### config.mk
export PLATFORM = sky130hd
export DESIGN_NAME = ttcm_log2
export DESIGN_NICKNAME = d
export VERILOG_FILES = /design/src/sv/ttcm_pkg.sv /design/src/sv/ttcm_log2.sv
export SDC_FILE = /design/constraint.sdc
export NUM_CORES = 2
export LEC_CHECK = 0
export ABC_CLOCK_PERIOD_IN_PS = 12050
export BUFFER_PORTS_ARGS = -buffer_cell sky130_fd_sc_hd__clkbuf_2
export CORE_MARGIN = 5
export CORE_UTILIZATION = 65
export CTS_BUF_LIST = sky130_fd_sc_hd__clkbuf_4 sky130_fd_sc_hd__clkbuf_8
export CTS_CLUSTER_DIAMETER = 80
export DETAILED_ROUTE_END_ITERATION = 7
export PLACE_DENSITY = 0.82
export SETUP_SLACK_MARGIN = 0.02
export SYNTH_ARGS = -nofsm -noshare
export SYNTH_HDL_FRONTEND = slang
export SYNTH_SLANG_ARGS = --single-unit
### constraint.sdc
create_clock -name clk -period 12.05 [get_ports clk]
set_clock_uncertainty 0.1 [all_clocks]
set_input_delay 1.8075 -clock clk [delete_from_list [all_inputs] [get_ports clk]]
set_output_delay 1.8075 -clock clk [all_outputs]
set_load 0.02 [all_outputs]
### src/sv/ttcm_pkg.sv
package ttcm_pkg;

  // Default converter resolution and the widest one the datapath supports.
  localparam int CODE_BITS_DEF = 12;
  localparam int CODE_MAX_BITS = 16;

  // Log unit: operand width, fraction bits and result width (5 integer bits).
  localparam int X_W    = 20;
  localparam int FRAC_W = 24;
  localparam int LOG_W  = 29;

  // ln 2 in Q.30.
  localparam logic [29:0] LN2_Q30 = 30'd744261118;

  // Temperature limits in 0.01 degC and the Celsius offset.
  localparam logic signed [15:0] TEMP_MIN   = -16'sd27315;
  localparam logic signed [15:0] TEMP_MAX   = 16'sd32767;
  localparam logic [15:0]        ZERO_C     = 16'd27315;
  localparam logic [15:0]        Q_SAT      = 16'd60082;

  // Configuration register indexes.
  localparam logic [2:0] CFG_BETA    = 3'd0;
  localparam logic [2:0] CFG_NOMINAL = 3'd1;
  localparam logic [2:0] CFG_DIVIDER = 3'd2;
  localparam logic [2:0] CFG_REF     = 3'd3;
  localparam logic [2:0] CFG_RED     = 3'd4;
  localparam logic [2:0] CFG_GREEN   = 3'd5;
  localparam logic [2:0] CFG_BLUE    = 3'd6;

  // Register reset values.
  localparam logic [15:0] BETA_RST    = 16'd4100;
  localparam logic [19:0] NOMINAL_RST = 20'd10000;
  localparam logic [19:0] DIVIDER_RST = 20'd10000;
  localparam logic [15:0] REF_RST     = 16'd29815;
  localparam logic [31:0] RED_RST     = 32'd98304000;
  localparam logic [31:0] GREEN_RST   = 32'd196609000;
  localparam logic [31:0] BLUE_RST    = 32'd327684000;

  // Sequencer states.
  typedef enum logic [7:0] {
    S_IDLE  = 8'b00000001,
    S_LOG   = 8'b00000010,
    S_SCALE = 8'b00000100,
    S_DENM  = 8'b00001000,
    S_DENA  = 8'b00010000,
    S_CHK   = 8'b00100000,
    S_DIV   = 8'b01000000,
    S_FIN   = 8'b10000000
  } state_t;

  typedef struct packed {
    logic [11:0] therm_code;
    logic [11:0] knob_code;
    logic        toggle_press;
  } in_t;

  typedef struct packed {
    logic signed [15:0] temp_centi_c;
    logic [7:0]         red_level;
    logic [7:0]         green_level;
    logic [7:0]         blue_level;
    logic               red_in_window;
    logic               green_in_window;
    logic               blue_in_window;
    logic               lamp_on;
  } out_t;

  // Handshake between the sequencer and an iterative unit.
  typedef struct packed {
    logic busy;
    logic done;
  } unit_stat_t;

endpackage

### src/sv/ttcm_log2.sv
// Iterative log2 in unsigned Q.24: exact integer part, one fraction bit
// per cycle by squaring a Q1.30 mantissa.
module ttcm_log2 (
  input  logic                        clk,
  input  logic                        rst,
  input  logic                        start,
  input  logic [ttcm_pkg::X_W-1:0]    x,
  output ttcm_pkg::unit_stat_t        stat,
  output logic [ttcm_pkg::LOG_W-1:0]  result
);

  logic [4:0]                    e;
  logic [ttcm_pkg::X_W+29:0]     xs;
  logic [30:0]                   m;
  logic [61:0]                   sq;
  logic [31:0]                   t;
  logic [4:0]                    bit_idx;
  logic                          busy;
  logic                          done;

  // Position of the leading one.
  always_comb begin
    e = '0;
    for (int i = 0; i < ttcm_pkg::X_W; i++) begin
      if (x[i]) e = 5'(i);
    end
    xs = {x, 30'b0} >> e;
  end

  // Square the mantissa and take it back to Q1.30.
  assign sq = 62'(m) * 62'(m);
  assign t  = sq[61:30];

  always_ff @(posedge clk) begin
    if (rst) begin
      busy <= 1'b0;
      done <= 1'b0;
    end else begin
      done <= busy && (bit_idx == 5'd0);
      if (start) begin
        busy <= 1'b1;
      end else if (busy && bit_idx == 5'd0) begin
        busy <= 1'b0;
      end
    end
  end

  always_ff @(posedge clk) begin
    if (start) begin
      m       <= xs[30:0];
      result  <= {e, {ttcm_pkg::FRAC_W{1'b0}}};
      bit_idx <= 5'(ttcm_pkg::FRAC_W - 1);
    end else if (busy) begin
      if (t[31]) begin
        m               <= t[31:1];
        result[bit_idx] <= 1'b1;
      end else begin
        m <= t[30:0];
      end
      bit_idx <= bit_idx - 5'd1;
    end
  end

  assign stat.busy = busy;
  assign stat.done = done;

endmodule

**After elaboration in Yosys (flattened, before gate mapping)**

Index checks and enable logic that the tools add are counted.

- Add/subtract/negate cells: 1
- Multiply operators: 1
- Magnitude comparators: 2
- Shift-type cells: 1
- Multiplexer cells: 29
- Bitwise operators: 1
- Reduce and logical (&&, ||, !) cells: 8

Operators with widths:

| cell | count |
|---|---|
| $mux 31 | 3 |
| $mux 5 | 18 |
| $mux 29 | 3 |
| $mul 31x31->62 | 1 |
| $shr 50x5->31 | 1 |
| $or 29x29->29 | 1 |
| $lt 5x6->1 const B | 1 |
| $reduce_bool 2->1 | 3 |
| $demux 1 s5 | 1 |
| $ge 5x1->1 const B | 1 |
| $logic_not 5->1 | 1 |
| $sub 5x1->5 const B | 1 |
| $mux 1 | 4 |
| $reduce_and 2->1 | 2 |
| $logic_and 1x1->1 | 2 |

- Register bits after elaboration: 67
- Bits of input ports: 23
- Word-level logic and storage cells: 49

**Logic depth before layout (Yosys ltp)**

- Depth after elaboration: 21
- Mapped depth: 31

**Worst setup path after synthesis**

No wires, ideal clock.

- Path kind: register to register
- Start point: register m[16]
- End point: register m[28] (data pin)
- Library setup time: 0.261 ns
- Data arrival time: 7.682 ns
- Data required time: 11.689 ns
- Slack: 4.007 ns
- Stages on the path, launching flop included: 27
- Clock period less this slack: 8.043 ns
- Cells stage by stage: edfxtp_1 -> clkbuf_1 -> clkbuf_1 -> nand2_1 -> fa_1 -> inv_1 -> fa_1 -> inv_1 -> fa_1 -> fa_1 -> inv_1 -> fa_1 -> fa_1 -> fa_1 -> fa_1 -> ha_1 -> a21oi_1 -> o211ai_1 -> a221oi_1 -> a211oi_1 -> a211oi_1 -> o41ai_2 -> xor2_1 -> buf_6 -> nand3_1 -> mux2_2 -> o311a_1

- Word-level cells in the longest chain between the ends: 4

Ends and longest elaborated chain:

| item | RTL line | source |
|---|---|---|
| start, declared | ttcm_log2.sv:14 | `logic [30:0] m;` |
| start signal, assigned | ttcm_log2.sv:50 | `m <= xs[30:0];` |
| start signal, assigned | ttcm_log2.sv:55 | `m <= t[31:1];` |
| start signal, assigned | ttcm_log2.sv:58 | `m <= t[30:0];` |
| $mul 31x31->62 | ttcm_log2.sv:31 | `assign sq = 62'(m) * 62'(m);` |
| $mux 31 | ttcm_log2.sv:54 | `if (t[31]) begin` |
| $mux 31 | ttcm_log2.sv:53 | `end else if (busy) begin` |
| $mux 31 | ttcm_log2.sv:49 | `if (start) begin` |

Every way passes these cells. The select of a mux whose other input is x is not followed.
A chain may end at the register's enable or synchronous reset.

**Worst setup path in the final report**

- Start point: register m[13]
- End point: register m[26] (data pin)

The elaborated chain is that of the path after synthesis.

==> flow_metrics.tcl <==
set metrics [dict create \
    final_common_cell "inv_1" \
    synthFlopType "edfxtp_1" \
    h-tree-depth 3 \
    grt_overflow 0 \
    cp-endpoint "m[26]$_DFFE_PP_" \
    cts_buffers 9 \
    synth_seq_area_share_pct 5.56 \
    regToRegSetupSlack_ns 2.01 \
    rsz0062_at_grt "no" \
    relSlewSlack_pct 18.8 \
    final_cell_mix "inv_1, fa_1, nand2_1, ha_1, and2_1" \
    dieArea_um2 51500 \
    synthDistinctLibCells 69 \
    worstHoldPathType "reg -> reg" \
    tritoncts "done" \
    layoutNonFillerInstCount 3910 \
    drt-pass1-iter-count 6 \
    die_w_um 227 \
    diodes 0 \
    grt_max_degree 61 \
    clk_pin_slew_ns 0.08 \
    drt-vias-per-instance 5.78 \
    ys_ff_latch 67 \
    hold_viol 0 \
    avgSynthCellArea_um2 9.19 \
    synth-warning-count 0 \
    wl_per_cell_um 20.0 \
    layout-drive-gt1-share_pct 3.91 \
    synth_edf_count 36 \
    critPathArrivalTime_ns 10.10 \
    crit_fanout 23 \
    syn_nets 4373 \
    start_util_pct 65.8 \
    pin_count 54 \
    reg2reg_depth 24 \
    gp_congestion 1.00 \
    post-route-min-period_ns 10.04 \
    critPathCaptureType "flop" \
    area_delta_synth_final_pct 3.27 \
    cts_hold_buf 0 \
    syn-cell-area_um2 30600 \
    worst_slew_pin_slew_ns 1.22 \
    worst_setup_path_start_kind "flop" \
    finalCritPeriodShare_pct 83.4 \
    startpoint "m[13]$_DFFE_PP_" \
    port_buffers 53 \
    drv_cap 0 \
    clock_sinks 67 \
    setup_viol 0 \
    drtIter0Drc 1871 \
    critical_path_class "reg -> reg" \
    hpwl_mm 64.7 \
    clk_path_buf_depth 2 \
    antenna_found_initial 0 \
    status "complete, no violations" \
    drv_slew 0 \
    ctsResizeCount 0 \
    insertion_delay_ns 0.35 \
    r2r_start "m[13]$_DFFE_PP_" \
    required_ns 12.10 \
    grt_use_total_pct 32.0 \
    grt_pass1_wl_mm 130 \
    ant_nets 0 \
    nNetsFinal 4340 \
    final.fill_count 3546 \
    core_area_um2 46600 \
    synthArstFlopShare_pct 0 \
    timing.fmax_ghz 0.0996 \
    first_global_vias 25600 \
    vias 22600 \
    setup_tns_ns 0 \
    drc 0 \
    cts_setup_buffers 0 \
    rows 79 \
    numPlacedInstances 3894 \
    syn_inst 3331 \
    finalWirelength_mm 78.3 \
    clock-root-buffer "clkbuf_8" \
    die_h_um 227 \
    reg2reg_to "m[26]$_DFFE_PP_" \
]
==> per-stage QoR <==
| step | cell area (µm²) | hold slack, ns | worst slack [ns] | utilization (%) |
|---|---|---|---|---|
| finish | 31600 | 0.378 | 2.01 | 67.9 |
| global route | 31600 | 0.399 | 1.75 | 67.9 |
| CTS | 31600 | 0.376 | 2.22 | 67.9 |
| detailed placement | 31400 | 0.358 | 2.27 | 67.4 |
| global placement | 31400 | 0.352 | 2.58 | 67.4 |
| floorplan | 30600 | 0.420 | 4.01 | - |
==> Yosys cell counts, types with 12 or more instances <==
cell type,number,area (µm²)
inv_1,937,3520
dfxtp_1,31,621
xnor2_1,36,315
edfxtp_1,36,1080
nor2_1,118,443
xor2_1,18,158
nand3_1,30,150
a21o_1,23,173
a31oi_1,17,106
mux2i_1,47,470
o21ai_0,47,235
o21bai_1,12,90.1
nor3_1,19,95.1
ha_1,269,3370
fa_1,750,15000
clkbuf_1,118,443
a21oi_1,112,561
and2_1,169,1060
nand2_1,353,1330
==> area by class of cell <==
type | instances | area, µm² | share of cell area, %
timing repair buffer | 90 | 543 | 1.72
clock inverter | 7 | 98.8 | 0.313
tap | 607 | 759 | 2.40
clock buffer | 9 | 124 | 0.392
inverter | 940 | 3530 | 11.2
multi-input combinational | 2190 | 24900 | 78.6
sequential | 67 | 1700 | 5.38
==> layer usage <==
layer	wire (µm)	vias to the layer above	part of all wire (%)	GRT usage, %
li1	-	9815	-	-
met4	4940	0	6.3	14.9
met3	7140	286	9.1	6.56
met1	28400	11400	36	40.9
met5	0	-	0	0
met2	37800	1084	48	53.1
==> how the worst min path moves through the flow <==
stage	startpoint	end	slack (ns)	cells after the start
floorplan	bit_idx[1]$_SDFFE_PP1P_	bit_idx[1]$_SDFFE_PP1P_	0.42	2
global placement	result[21]$_SDFFE_PP0P_	result[21]$_SDFFE_PP0P_	0.35	2
detailed placement	result[10]$_SDFFE_PP0P_	result[10]$_SDFFE_PP0P_	0.36	2
CTS	result[1]$_SDFFE_PP0P_	result[1]$_SDFFE_PP0P_	0.38	2
global route	result[0]$_SDFFE_PP0P_	result[0]$_SDFFE_PP0P_	0.40	2
finish	result[1]$_SDFFE_PP0P_	result[1]$_SDFFE_PP0P_	0.38	2
==> critical path, stage by stage, from the launching register on <==
cell      delay, ns
edfxtp_1       1.12
buf_4          0.42
and2_1         0.25
fa_1           0.45
fa_1           0.50
inv_1          0.06
fa_1           0.45
fa_1           0.56
inv_1          0.07
fa_1           0.55
fa_1           0.43
fa_1           0.51
fa_1           0.44
ha_1           0.34
a21oi_1        0.34
o211ai_1       0.20
a221oi_1       0.54
a211oi_1       0.18
a211oi_1       0.72
o41ai_2        0.22
xor2_2         0.18
buf_4          0.25
inv_2          0.42
nor2_1         0.18
a221oi_1       0.33
==> registers in the layout, indices dropped and copies added (netlist names) <==
register,count
bit_idx,5
result,29
done,1
busy,1
m,31
==> cell families (layout without fill, tap and decap cells) <==
group,Yosys count,count (layout),share of synthesized area [%]
AND/OR/NAND/NOR,765,765,11.7
flip-flops,67,67,5.56
adder cells (fa/ha/maj),1019,1019,60.0
AO/OA/AOI/OAI,300,300,6.18
multiplexers,52,52,1.72
buffers and inverters,1074,1046,13.3
XOR/XNOR,54,54,1.54
Power is not shown: default switching activity piles up to over one toggle a cycle in this logic, so the estimate is an artifact.
