## src/sv/ttcm_pkg.sv

```systemverilog
package ttcm_pkg;

  // Default converter resolution and the widest one the datapath supports.
  localparam int CODE_BITS_DEF = 12;
  localparam int CODE_MAX_BITS = 16;

  // Log unit: operand width, fraction bits and result width (5 integer bits).
  localparam int X_W    = 20;
  localparam int FRAC_W = 24;
  localparam int LOG_W  = 29;

  // ln 2 in Q.30.
  localparam logic [29:0] LN2_Q30 = 30'd744261118;

  // Temperature limits in 0.01 degC and the Celsius offset.
  localparam logic signed [15:0] TEMP_MIN   = -16'sd27315;
  localparam logic signed [15:0] TEMP_MAX   = 16'sd32767;
  localparam logic [15:0]        ZERO_C     = 16'd27315;
  localparam logic [15:0]        Q_SAT      = 16'd60082;

  // Configuration register indexes.
  localparam logic [2:0] CFG_BETA    = 3'd0;
  localparam logic [2:0] CFG_NOMINAL = 3'd1;
  localparam logic [2:0] CFG_DIVIDER = 3'd2;
  localparam logic [2:0] CFG_REF     = 3'd3;
  localparam logic [2:0] CFG_RED     = 3'd4;
  localparam logic [2:0] CFG_GREEN   = 3'd5;
  localparam logic [2:0] CFG_BLUE    = 3'd6;

  // Register reset values.
  localparam logic [15:0] BETA_RST    = 16'd4100;
  localparam logic [19:0] NOMINAL_RST = 20'd10000;
  localparam logic [19:0] DIVIDER_RST = 20'd10000;
  localparam logic [15:0] REF_RST     = 16'd29815;
  localparam logic [31:0] RED_RST     = 32'd98304000;
  localparam logic [31:0] GREEN_RST   = 32'd196609000;
  localparam logic [31:0] BLUE_RST    = 32'd327684000;

  // Sequencer states.
  typedef enum logic [7:0] {
    S_IDLE  = 8'b00000001,
    S_LOG   = 8'b00000010,
    S_SCALE = 8'b00000100,
    S_DENM  = 8'b00001000,
    S_DENA  = 8'b00010000,
    S_CHK   = 8'b00100000,
    S_DIV   = 8'b01000000,
    S_FIN   = 8'b10000000
  } state_t;

  typedef struct packed {
    logic [11:0] therm_code;
    logic [11:0] knob_code;
    logic        toggle_press;
  } in_t;

  typedef struct packed {
    logic signed [15:0] temp_centi_c;
    logic [7:0]         red_level;
    logic [7:0]         green_level;
    logic [7:0]         blue_level;
    logic               red_in_window;
    logic               green_in_window;
    logic               blue_in_window;
    logic               lamp_on;
  } out_t;

  // Handshake between the sequencer and an iterative unit.
  typedef struct packed {
    logic busy;
    logic done;
  } unit_stat_t;

endpackage

```

## src/sv/ttcm_div.sv

```systemverilog
// Restoring divider: one quotient bit per cycle for a 64-bit quotient.
module ttcm_div (
  input  logic                 clk,
  input  logic                 rst,
  input  logic                 start,
  input  logic [63:0]          dividend,
  input  logic [47:0]          divisor,
  output ttcm_pkg::unit_stat_t stat,
  output logic [63:0]          quotient
);

  logic [47:0] dsr;
  logic [47:0] rem;
  logic [48:0] rem_sh;
  logic [48:0] diff;
  logic [6:0]  cnt;
  logic        busy;
  logic        done;

  assign rem_sh = {rem, quotient[63]};
  assign diff   = rem_sh - {1'b0, dsr};

  always_ff @(posedge clk) begin
    if (rst) begin
      busy <= 1'b0;
      done <= 1'b0;
    end else begin
      done <= busy && (cnt == 7'd1);
      if (start) begin
        busy <= 1'b1;
      end else if (busy && cnt == 7'd1) begin
        busy <= 1'b0;
      end
    end
  end

  // Shift in one dividend bit, subtract when the divisor fits.
  always_ff @(posedge clk) begin
    if (start) begin
      dsr      <= divisor;
      rem      <= '0;
      quotient <= dividend;
      cnt      <= 7'd64;
    end else if (busy) begin
      if (!diff[48]) begin
        rem      <= diff[47:0];
        quotient <= {quotient[62:0], 1'b1};
      end else begin
        rem      <= rem_sh[47:0];
        quotient <= {quotient[62:0], 1'b0};
      end
      cnt <= cnt - 7'd1;
    end
  end

  assign stat.busy = busy;
  assign stat.done = done;

endmodule

```

## config.mk

```make
export PLATFORM = sky130hd
export DESIGN_NAME = ttcm_div
export DESIGN_NICKNAME = d
export VERILOG_FILES = /design/src/sv/ttcm_pkg.sv /design/src/sv/ttcm_div.sv
export SDC_FILE = /design/constraint.sdc
export NUM_CORES = 1
export LEC_CHECK = 0
export BUFFER_PORTS_ARGS = -buffer_cell sky130_fd_sc_hd__buf_2
export CAP_MARGIN = 5
export CORE_MARGIN = 3
export CORE_UTILIZATION = 61
export CTS_CLUSTER_SIZE = 8
export DETAILED_ROUTE_END_ITERATION = 16
export GPL_ROUTABILITY_DRIVEN = 1
export HOLD_SLACK_MARGIN = 0.08
export PLACE_DENSITY_LB_ADDON = 0.05
export REMOVE_ABC_BUFFERS = 1
export SYNTH_ARGS = -nofsm -noshare
export SYNTH_HDL_FRONTEND = slang
export SYNTH_SLANG_ARGS = --single-unit
```

## constraint.sdc

```tcl
create_clock -name clk -period 6.7 [get_ports clk]
set_input_delay 1.34 -clock clk [delete_from_list [all_inputs] [get_ports clk]]
set_output_delay 1.34 -clock clk [all_outputs]
set_load 0.02 [all_outputs]
```

After elaboration in Yosys (flattened, before gate mapping)
Cells that the tools add are included.
{"block": "classes", "eq_ne": 1, "addsub": 2, "n_reduce_logical": 3, "n_mux": 6}
{"op": "$mux 64", "count": 2}
{"op": "$sub 49x48->49", "count": 1}
{"op": "$mux 48", "count": 1}
{"op": "$eq 7x1->1 const B", "count": 1}
{"op": "$sub 7x1->7 const B", "count": 1}
{"op": "$reduce_bool 2->1", "count": 2}
{"op": "$mux 1", "count": 3}
{"op": "$logic_and 1x1->1", "count": 1}
{"block": "word_totals", "word_cells": 18, "out_inout_bits": 66, "input_bits": 115, "ff_bits": 169}

Logic depth before layout (Yosys ltp)
Gate-level depths: netlist (run 1).
{"block": "depth", "depth_word": 4, "depth_mapped": 14, "depth_no_buf": 12}

Worst setup path before layout (run 1)
OpenSTA, ideal clock, no wires.
{"block": "synth_timing", "path_type": "input port to flip-flop", "startpoint": "input port start", "endpoint": "register quotient[0], enable pin", "path_slack_ns": 3.408, "t_required_ns": 6.282, "n_path_buf": 1, "cell_stages": 3, "arrival_time_ns": 2.874, "path_cell_list": "nor2_1 clkbuf_1 inv_1"}
{"block": "synth_via", "elab_chain_len": 1}
{"element": "start: declaration", "line_no": "ttcm_div.sv:5", "text": "input logic start,"}
{"element": "$reduce_bool 2->1 (no line)"}
{"element": "end signal: assignment", "line_no": "ttcm_div.sv:42", "text": "quotient <= dividend;"}
{"element": "end signal: assignment", "line_no": "ttcm_div.sv:47", "text": "quotient <= {quotient[62:0], 1'b1};"}
{"element": "end signal: assignment", "line_no": "ttcm_div.sv:50", "text": "quotient <= {quotient[62:0], 1'b0};"}
{"element": "end: declaration", "line_no": "ttcm_div.sv:9", "text": "output logic [63:0] quotient"}
No other way between the ends.
A chain may end at the register's enable or synchronous reset.

Worst setup path in the final report (run 1)
{"block": "layout_timing", "startpoint": "register quotient[63]", "endpoint": "register rem[44]"}
{"block": "layout_via", "elab_chain_len": 2}
{"element": "$sub 49x48->49", "line_no": "ttcm_div.sv:21", "text": "assign diff = rem_sh - {1'b0, dsr};"}
{"element": "$mux 48", "line_no": "ttcm_div.sv:45", "text": "if (!diff[48]) begin"}
{"element": "end signal: assignment", "line_no": "ttcm_div.sv:46", "text": "rem <= diff[47:0];"}
{"element": "end signal: assignment", "line_no": "ttcm_div.sv:49", "text": "rem <= rem_sh[47:0];"}
{"element": "end: declaration", "line_no": "ttcm_div.sv:13", "text": "logic [47:0] rem;"}
No other way between the ends.

==> results of run 1 <==
-- final cells by class --
| class | count | share of cell area (%) |
|---|---|---|
| clock buffers | 18 | 3.811 |
| well taps | 211 | 2.344 |
| repair buffers | 184 | 8.322 |
| clock inverters | 14 | 1.511 |
| multi-input cells | 665 | 41.97 |
| inverters | 61 | 2.033 |
| flip-flops and latches | 169 | 40.01 |
-- registers in the layout, summed over array words and instances, names as in the netlist --
| register | cells |
|---|---|
| quotient | 64 |
| dsr | 48 |
| done | 1 |
| cnt | 7 |
| busy | 1 |
| rem | 48 |
-- Yosys cell counts, types with 12 or more instances --
library cell,n,area share [%]
sky130_fd_sc_hd__nand2_1,113,4.4
sky130_fd_sc_hd__edfxtp_1,112,35
sky130_fd_sc_hd__nor2_1,75,2.9
sky130_fd_sc_hd__a21oi_1,63,3.3
sky130_fd_sc_hd__mux2_2,63,7.3
sky130_fd_sc_hd__inv_1,61,2.4
sky130_fd_sc_hd__dfxtp_1,57,12
sky130_fd_sc_hd__ha_1,50,6.5
sky130_fd_sc_hd__o21ai_0,45,2.3
sky130_fd_sc_hd__clkbuf_1,43,1.7
sky130_fd_sc_hd__xnor2_1,31,2.8
sky130_fd_sc_hd__nand4_1,21,1.4
sky130_fd_sc_hd__a311oi_2,19,2.9
sky130_fd_sc_hd__a21o_1,17,1.3
sky130_fd_sc_hd__xor2_1,17,1.5
sky130_fd_sc_hd__a311oi_1,12,1.1
sky130_fd_sc_hd__a31oi_1,12,0.77
sky130_fd_sc_hd__o21bai_1,12,0.93
-- critical path: stages, from the launching register on --
cell and delay, ns:
sky130_fd_sc_hd__edfxtp_1 0.34, sky130_fd_sc_hd__inv_1 0.06, sky130_fd_sc_hd__ha_1 0.22, sky130_fd_sc_hd__fa_1 0.40, sky130_fd_sc_hd__nor2b_1 0.20, sky130_fd_sc_hd__o2111ai_1 0.22, sky130_fd_sc_hd__a21boi_2 0.33, sky130_fd_sc_hd__a311oi_2 0.18
sky130_fd_sc_hd__o21ai_2 0.29, sky130_fd_sc_hd__a211oi_4 0.14, sky130_fd_sc_hd__xnor2_2 0.79, sky130_fd_sc_hd__buf_4 0.42, sky130_fd_sc_hd__nand2_1 0.25, sky130_fd_sc_hd__o21ai_0 0.23
-- stage by stage --
stage	hold slack, ns	area (um^2)	instances	power (mW)
after CTS	0.4957	11260	1322	2.910
after global placement	0.4694	10660	1290	1.888
after floorplan	0.4506	9440	895	1.707
after detailed placement	0.4868	10660	1290	1.898
after global routing	0.5244	11260	1322	3.025
final	0.4927	11260	1322	2.902
-- per-layer routing --
metal / track usage (%) / up-vias / share of wire [%]
met4: 9.743 / 0 / 2.4
met3: 7.290 / 47 / 7.5
met1: 34.57 / 3631 / 43
met5: 0 / - / 0
li1: - / 3764 / -
met2: 43.44 / 308 / 47
-- power by group through the flow --
stage / logic [mW] / clock network [mW] / registers (mW)
2_1_floorplan: 0.369 / 0 / 1.34
3_3_place_gp: 0.601 / 0 / 1.29
3_5_place_dp: 0.611 / 0 / 1.29
4_1_cts: 0.615 / 1.03 / 1.27
5_1_grt: 0.680 / 1.06 / 1.28
6_report: 0.619 / 1.01 / 1.27
-- cells by family after synthesis --
| group | count (synthesis) | share of synthesized area, % |
|---|---|---|
| adder cells (fa/ha/maj) | 51 | 6.662 |
| AO/OA/AOI/OAI | 236 | 17.52 |
| XOR/XNOR | 49 | 4.506 |
| multiplexers | 69 | 7.941 |
| AND/OR/NAND/NOR | 260 | 11.94 |
| buffers and inverters | 117 | 4.945 |
| flip-flops | 169 | 46.48 |
-- final timing paths --
| check | depth (start not counted) | endpoint | startpoint |
|---|---|---|---|
| hold reg to reg | 2 | rem[31] | rem[31] |
| hold / removal | 2 | rem[31] | rem[31] |
| setup reg to reg | 13 | rem[44] | quotient[63] |
| setup / recovery | 13 | rem[44] | quotient[63] |
==> impl_metrics.ini, run 1 <==
[grt]
via_count_of_the_first_global_routing_pass = 7696
grt_overflow_total = 0
grt_pass1_wl_um = 38050
grt_antenna_before_repair = 0
globalRouteTotalUtil_pct = 26.76
grt_start_max_net_pins = 105

[worst_setup_path]
worst-endpoint-arrival_ns = 4.49
worstSetupStartpointType = flip-flop
crit_path_max_fanout = 20
critPathKind = reg -> reg
critical_path_required_ns = 7.05
endpoint_kind = flip-flop
r2r_setup_slack_ns = 2.56

[layout]
antennaDiodeCount = 0
register_area_mm2 = 0.004506
mostFrequentLayoutCell = sky130_fd_sc_hd__buf_2
net_total_in_the_final_layout = 1264
syn2layout_area_growth_pct = 16.20
layout_cell_share_with_drive_strength_beyond_1_pct = 27.36
final_cell_mix = sky130_fd_sc_hd__buf_2, sky130_fd_sc_hd__nand2_1, sky130_fd_sc_hd__edfxtp_1, sky130_fd_sc_hd__nor2_1
fillers = 1157
final_util_pct = 73.26
multi_input_area_mm2 = 0.004726

[yosys]
number_of_synthesized_flops_with_an_enable_pin = 112
syn_inst = 951
synth_area_per_cell_um2 = 10.19
synth.yosys.seq_area_share_pct = 46.48
ys_ff_latch = 169
mappedNetlistArea_mm2 = 0.009691
yosys_warnings = 0
async_flop_share_pct = 0
dominantRegCellSynth = sky130_fd_sc_hd__edfxtp_1
synth.distinct_cells = 63

[pwr]
internal_power_contribution_mw = 2.052
total_switching_power_mw = 0.8503
sequentialPowerShare_pct = 43.7
switching_share_pct = 29.30
power.density_cell_area_mw_per_mm2 = 257.7
vdd_drop_max_mv = 0.2399
power_frac_comb_pct = 21.3
power_frac_clock_pct = 35.0
power.leakage_nw = 4.629

[floorplan]
num_io_pins = 181
dieHeight_um = 132.0
die_width_um = 132.0
die_area_mm2 = 0.01743
rows = 45
core-area_mm2 = 0.01537
initial_utilization_pct = 63.04

[timing]
layout_worst_path_cycle_share_pct = 61.76
worst_setup_margin_ns = 2.562
worst-slew-pin-transition_ns = 1.211
finClkSkew_ns = 0.01150
fmax_mhz = 241.7
report.final.hold_viol_count = 0
maxSlewViolCount = 0
worst_slew_margin_rel_pct = 19.25
setup_tns_ns = 0
grt_setup_unrepaired = no
final_period_minus_worst_setup_slack_ns = 4.138
setup_viol = 0

[cts]
worst_setup_hold_path_clk_slew_ns = 0.07
clk-insertion-delay-late_ns = 0.43
max-clock-path-buffers = 2
post_cts_buffers = 0
tritoncts = yes
cts_made_buffers = 17
postCtsHoldBufs = 0
cts_num_sinks = 169
clk_root_buffer_cell = sky130_fd_sc_hd__clkbuf_16
cts.htree.levels = 4
cts.repair.resized = 0

[placement]
place.gp.congestion = 0.9476
preCtsSetupSlack_ns = 2.585
detailedPlacementHpwl_um = 16620
place.port_buffers = 180

[drt]
drt-vias-per-instance = 5.862
drt-initial-drc-count = 645
post_drt_wl_per_cell_um = 17.55
drt_pre_antenna_iters = 5
antenna_violating_nets_post_route = 0
wirelength_um = 23200
detail_route.drc_violations = 0
route.vias.total = 7750

[job]
maxCapViolations = 0

[worst_hold_path]
worstHoldPathType = reg -> reg

[status]
result_of_the_run = complete, no violations
Note: power is estimated with default switching activity, not from simulation.
==> run 2, diff against run 1 <==
--- a/config.mk
+++ b/config.mk
@@ -8,7 +8,7 @@
 export BUFFER_PORTS_ARGS = -buffer_cell sky130_fd_sc_hd__buf_2
 export CAP_MARGIN = 5
 export CORE_MARGIN = 3
-export CORE_UTILIZATION = 61
+export CORE_UTILIZATION = 56
 export CTS_CLUSTER_SIZE = 8
 export DETAILED_ROUTE_END_ITERATION = 16
 export GPL_ROUTABILITY_DRIVEN = 1
==> constraint.sdc (replaced) <==
create_clock -name clk -period 3.95 [get_ports clk]
set_input_delay 0.79 -clock clk [delete_from_list [all_inputs] [get_ports clk]]
set_output_delay 0.79 -clock clk [all_outputs]
set_load 0.02 [all_outputs]
==> run 2 against run 1 <==
- clock-buffer cell count decreased by 1
- non-clock buffer count is 8 higher
- clock skew about the same
- worst hold slack improved by 0.0013 ns
- cell count up 1.3%
- fmax up 22%
- setup slack worse by 2.0 ns
- sequential share of layout area is 0.23 points lower
- combinational power increased by 70%
- utilization decreased by 5.7 points
- sequential power rose by 69%
- cell area up 0.59%
- highest routed layer unchanged
==> impl_metrics.ini, run 2 (same netlist as run 1, synthesis figures left out) <==
[status]
result_of_the_run = complete, no violations

[job]
maxCapViolations = 0

[timing]
layout_worst_path_cycle_share_pct = 85.85
worst_setup_margin_ns = 0.5590
fmax_mhz = 294.9
worst-slew-pin-transition_ns = 0.7042
hold-worst-slack_ns = 0.4940
maxSlewViolCount = 0
finClkSkew_ns = 0.01124
grt_setup_unrepaired = no
final_period_minus_worst_setup_slack_ns = 3.391
report.final.hold_viol_count = 0
setup_viol = 0
setup_tns_ns = 0
worst_slew_margin_rel_pct = 52.98

[floorplan]
initial_utilization_pct = 57.82
dieHeight_um = 137.5
die_area_mm2 = 0.01892
core-area_mm2 = 0.01676
die_width_um = 137.5
num_io_pins = 181
rows = 47

[layout]
largest_register_ff_count = 64
net_total_in_the_final_layout = 1272
fillers = 1346
final_cell_mix = sky130_fd_sc_hd__buf_2, sky130_fd_sc_hd__nand2_1, sky130_fd_sc_hd__edfxtp_1, sky130_fd_sc_hd__nor2_1
multi_input_area_mm2 = 0.004726
final_util_pct = 67.58
finalNonFillerCells = 1339
antennaDiodeCount = 0
register_area_mm2 = 0.004506
syn2layout_area_growth_pct = 16.89
largest-register = quotient
largestRegisters = quotient x64, dsr x48, rem x48
mostFrequentLayoutCell = sky130_fd_sc_hd__buf_2
layout_cell_share_with_drive_strength_beyond_1_pct = 28.15

[cts]
postCtsHoldBufs = 0
cts.htree.levels = 4
max-clock-path-buffers = 2
cts.repair.resized = 0
tritoncts = yes
clk-insertion-delay-late_ns = 0.43
cts_num_sinks = 169
clk_root_buffer_cell = sky130_fd_sc_hd__clkbuf_16
post_cts_buffers = 0
worst_setup_hold_path_clk_slew_ns = 0.07
cts_made_buffers = 17

[placement]
detailedPlacementHpwl_um = 16510
place.gp.congestion = 0.9378
numPlacedInstances = 1307
preCtsSetupSlack_ns = 0.5772
place.port_buffers = 180

[pwr]
power.density_cell_area_mw_per_mm2 = 426.2
power.leakage_nw = 4.666
vdd_drop_max_mv = 0.3398

[drt]
route.vias.total = 7665
detail_route.drc_violations = 0
drt-vias-per-instance = 5.724
drt_pre_antenna_iters = 5
drt-initial-drc-count = 500
antenna_violating_nets_post_route = 0
wirelength_um = 22770
post_drt_wl_per_cell_um = 17.01

[worst_setup_path]
r2r_setup_slack_ns = 0.56
ff2ff_path_depth = 13
worstSetupStartpointType = flip-flop
critical_path.startpoint = quotient[63]
critPathKind = reg -> reg
crit_path_end = rem[25]
worst-endpoint-arrival_ns = 3.73
crit_path_max_fanout = 29
endpoint_kind = flip-flop
critical_path.reg2reg.startpoint = quotient[63]
critical_path_required_ns = 4.29
r2r-end = rem[25]

[grt]
globalRouteTotalUtil_pct = 24.64
grt_pass1_wl_um = 37230
grt_antenna_before_repair = 0
via_count_of_the_first_global_routing_pass = 7661
grt_start_max_net_pins = 81
grt_overflow_total = 0

[worst_hold_path]
worstHoldPathType = reg -> reg
[run 2: cell types whose count changed in the layout (fill, tap and decap cells not counted), sizes merged]
| cell | before | now |
|---|---|---|
| buf | 184 | 192 |
| bufinv | 3 | 1 |
| clkbuf | 18 | 17 |
| clkinv | 7 | 8 |
| inv | 64 | 66 |
[run 2: area by class of cell]
type                    instances  area share [%]
clock buffers                  17           3.756
clock inverters                15           1.270
inverters                      61           2.021
multi-input cells             665           41.72
flip-flops and latches        169           39.78
well taps                     220           2.430
repair buffers                192           9.025
[run 2: routing by layer]
metal | GRT usage [%] | routed length [um] | share of wire [%]
met1 | 33.46 | 10340 | 45
met2 | 38.39 | 10330 | 45
met3 | 7.524 | 1774 | 7.8
met4 | 6.707 | 325 | 1.4
met5 | 0 | 0 | 0
[run 2: how the worst min path moves through the flow]
stage / from / to / slack (ns) / depth (start not counted)
2_1_floorplan: rem[22] / rem[22] / 0.45 / 2
3_3_place_gp: rem[31] / rem[31] / 0.47 / 2
3_5_place_dp: rem[31] / rem[31] / 0.49 / 2
4_1_cts: rem[31] / rem[31] / 0.49 / 2
5_1_grt: divisor[8] / dsr[8] / 0.51 / 1
6_report: rem[22] / rem[22] / 0.49 / 2
[run 2: power by group]
group	internal [mW]	leakage [nW]	total [mW]	switching [mW]
sequential	2.06	1.58	2.15	0.0830
combinational	0.426	2.81	1.05	0.624
clock	0.881	0.278	1.63	0.751
total	3.37	4.67	4.83	1.46
[run 2: per-stage QoR]
| step | power [mW] | instance area, um^2 |
|---|---|---|
| 6_report | 4.827 | 11330 |
| 5_1_grt | 5.054 | 11330 |
| 4_1_cts | 4.854 | 11330 |
| 3_5_place_dp | 3.221 | 10760 |
| 3_3_place_gp | 3.210 | 10760 |
| 2_1_floorplan | 2.896 | 9440 |
[run 2: worst max-delay path, cell delays in order, from the launching register on]
cell,delay (ns)
sky130_fd_sc_hd__edfxtp_1,0.38
sky130_fd_sc_hd__inv_1,0.08
sky130_fd_sc_hd__ha_1,0.18
sky130_fd_sc_hd__fa_1,0.22
sky130_fd_sc_hd__nor2b_1,0.08
sky130_fd_sc_hd__o2111ai_1,0.32
sky130_fd_sc_hd__a21boi_2,0.17
sky130_fd_sc_hd__a311oi_2,0.35
sky130_fd_sc_hd__o21ai_2,0.17
sky130_fd_sc_hd__a211oi_4,0.41
sky130_fd_sc_hd__xor2_4,0.20
sky130_fd_sc_hd__buf_4,0.36
sky130_fd_sc_hd__nand2_1,0.10
sky130_fd_sc_hd__a311oi_1,0.27
==> run 3, diff against run 2 <==
==> constraint.sdc (replaced) <==
create_clock -name clk -period 3.3 [get_ports clk]
set_input_delay 0.66 -clock clk [delete_from_list [all_inputs] [get_ports clk]]
set_output_delay 0.66 -clock clk [all_outputs]
set_load 0.02 [all_outputs]
==> run 3 against run 2 <==
- setup slack got worse by 0.41 ns
- cell count increased by 1.6%
- fmax grew 7.6%
- non-clock buffer count is 22 higher
- sequential share of layout area down 1.1 points
- clock power rose by 30%
- global-route usage up 0.66 points
- clock skew about the same
- first-iteration DRC count up 23%
- die area unchanged
- critical path depth is 1 higher
- critical endpoint is now rem[34]
- highest routed layer unchanged
==> impl_metrics.ini, run 3 (same netlist as run 1, synthesis figures left out) <==
[worst_setup_path]
worst-endpoint-arrival_ns = 3.50
critical_path.reg2reg.startpoint = dsr[40]
worstSetupStartpointType = flip-flop
critical_path.startpoint = dsr[40]
ff2ff_path_depth = 14
critPathKind = reg -> reg
critical_path_required_ns = 3.65
crit_path_end = rem[34]
r2r_setup_slack_ns = 0.15
endpoint_kind = flip-flop
crit_path_max_fanout = 7
r2r-end = rem[34]

[layout]
net_total_in_the_final_layout = 1294
mostFrequentLayoutCell = sky130_fd_sc_hd__buf_2
syn2layout_area_growth_pct = 20.21
largest_register_ff_count = 64
final_cell_mix = sky130_fd_sc_hd__buf_2, sky130_fd_sc_hd__nand2_1, sky130_fd_sc_hd__edfxtp_1, sky130_fd_sc_hd__nor2_1, sky130_fd_sc_hd__mux2_2
layout_cell_share_with_drive_strength_beyond_1_pct = 30.41
fillers = 1325
largest-register = quotient
largestRegisters = quotient x64, dsr x48, rem x48
postLayoutCellArea_mm2 = 0.01165
antennaDiodeCount = 0

[timing]
grt_setup_unrepaired = no
fmax_mhz = 317.3
final_period_minus_worst_setup_slack_ns = 3.151
report.final.hold_viol_count = 0
worst-slew-pin-transition_ns = 1.203
worst_slew_margin_rel_pct = 19.52
maxSlewViolCount = 0
layout_worst_path_cycle_share_pct = 95.50
finClkSkew_ns = 0.01136
setup_viol = 0

[drt]
wirelength_um = 24140
detail_route.drc_violations = 0
antenna_violating_nets_post_route = 0
drt-initial-drc-count = 616
drt_pre_antenna_iters = 7
route.vias.total = 7771
drt-vias-per-instance = 5.710
post_drt_wl_per_cell_um = 17.74

[pwr]
internal_power_contribution_mw = 4.175
power_frac_clock_pct = 35.2
power.density_cell_area_mw_per_mm2 = 515.8
total_switching_power_mw = 1.834
switching_share_pct = 30.52
vdd_drop_max_mv = 0.4778
sequentialPowerShare_pct = 42.9
power.leakage_nw = 4.822
power_frac_comb_pct = 21.9
total_power_mw = 6.009

[placement]
place.port_buffers = 180
detailedPlacementHpwl_um = 17250
dpl_cell_area_mm2 = 0.01091
place.gp.congestion = 0.9080

[floorplan]
die_width_um = 137.5
dieHeight_um = 137.5
initial_utilization_pct = 57.82
num_io_pins = 181
core-area_mm2 = 0.01676
die_area_mm2 = 0.01892
rows = 47

[cts]
cts_num_sinks = 169
worst_setup_hold_path_clk_slew_ns = 0.07
tritoncts = yes
cts_made_buffers = 17
clk_root_buffer_cell = sky130_fd_sc_hd__clkbuf_16
clk-insertion-delay-late_ns = 0.44
cts.htree.levels = 4
max-clock-path-buffers = 2

[grt]
globalRouteTotalUtil_pct = 25.30
grt_antenna_before_repair = 0
grt_overflow_total = 0
via_count_of_the_first_global_routing_pass = 7528
grt_pass1_wl_um = 37870
groute.layer.met2.usage_pct = 40.73
use_met1_pct = 33.83
grt.met3_usage_pct = 7.524
grt_start_max_net_pins = 65
globalRoute.busiestLayer = met2

[job]
maxCapViolations = 0

[worst_hold_path]
worstHoldPathType = in -> reg

[status]
result_of_the_run = complete, no violations
[run 3: changes by cell type in the layout (fill, tap and decap cells not counted), sizes merged]
cell,before,now
bufinv,1,2
clkinvlp,1,0
clkinv,8,4
clkbuf,17,18
inv,66,70
buf,192,213
[run 3: final cells by class]
type,instances,area [um^2],area share (%)
Clock buffer,17,425.4,3.652
Timing Repair Buffer,214,1242,10.67
Clock inverter,15,196.4,1.686
Multi-Input combinational cell,665,4775,40.99
Sequential cell,169,4506,38.68
Tap cell,220,275.3,2.363
Inverter,61,229.0,1.966
[run 3: timing repair]
action	4_1_cts	5_1_grt
gates resized for setup	1	16
setup endpoints to repair	4	48
setup buffers	0	2
pin swaps	0	5
gates cloned	0	2
hold buffers	0	0
[run 3: critical path, cell delays in order (launching register included)]
cell and delay [ns]:
sky130_fd_sc_hd__edfxtp_1 0.32, sky130_fd_sc_hd__inv_1 0.04, sky130_fd_sc_hd__ha_1 0.42, sky130_fd_sc_hd__nand4_1 0.22
sky130_fd_sc_hd__or3_1 0.45, sky130_fd_sc_hd__nor2_1 0.12, sky130_fd_sc_hd__o21ai_0 0.08, sky130_fd_sc_hd__a21boi_1 0.29
sky130_fd_sc_hd__a211oi_4 0.05, sky130_fd_sc_hd__buf_4 0.18, sky130_fd_sc_hd__xnor2_4 0.22, sky130_fd_sc_hd__buf_6 0.16
sky130_fd_sc_hd__buf_4 0.16, sky130_fd_sc_hd__nand2_1 0.09, sky130_fd_sc_hd__a311oi_2 0.25
[run 3: worst min-delay path by stage]
stage                         end  slack [ns]  cells past startpoint         from
after floorplan           rem[22]        0.45                      2      rem[22]
after global placement    rem[35]        0.47                      2      rem[35]
after detailed placement  rem[33]        0.48                      2      rem[33]
after CTS                    busy        0.38                      2          rst
after global routing      dsr[29]        0.37                      1  divisor[29]
final                        busy        0.39                      2          rst
[run 3: stage by stage]
stage               setup WS [ns]  hold WS, ns  TNS (ns)  instances  utilization (%)
floorplan                  -1.341       0.4506   -123.21        895                -
global placement           0.2045       0.4692         0       1325            65.07
detailed placement       0.008661       0.4762         0       1325            65.07
CTS                       0.05959       0.3780         0       1357            68.80
global route             0.005438       0.3722         0       1361            69.50
finish                     0.1486       0.3894         0       1361            69.50
[run 3: metal layers]
layer | routed length (um) | vias up
li1 | - | 3818
met1 | 10850 | 3673
met2 | 11300 | 262
met3 | 1735 | 18
met4 | 252 | 0
met5 | 0 | -
[run 3: power groups by stage]
| stage | Combinational (mW) | Clock, mW | Sequential (mW) |
|---|---|---|---|
| global placement | 1.27 | 0 | 2.61 |
| finish | 1.32 | 2.12 | 2.58 |
| floorplan | 0.750 | 0 | 2.72 |
| global route | 1.45 | 2.23 | 2.60 |
| CTS | 1.29 | 2.14 | 2.58 |
| detailed placement | 1.28 | 0 | 2.62 |
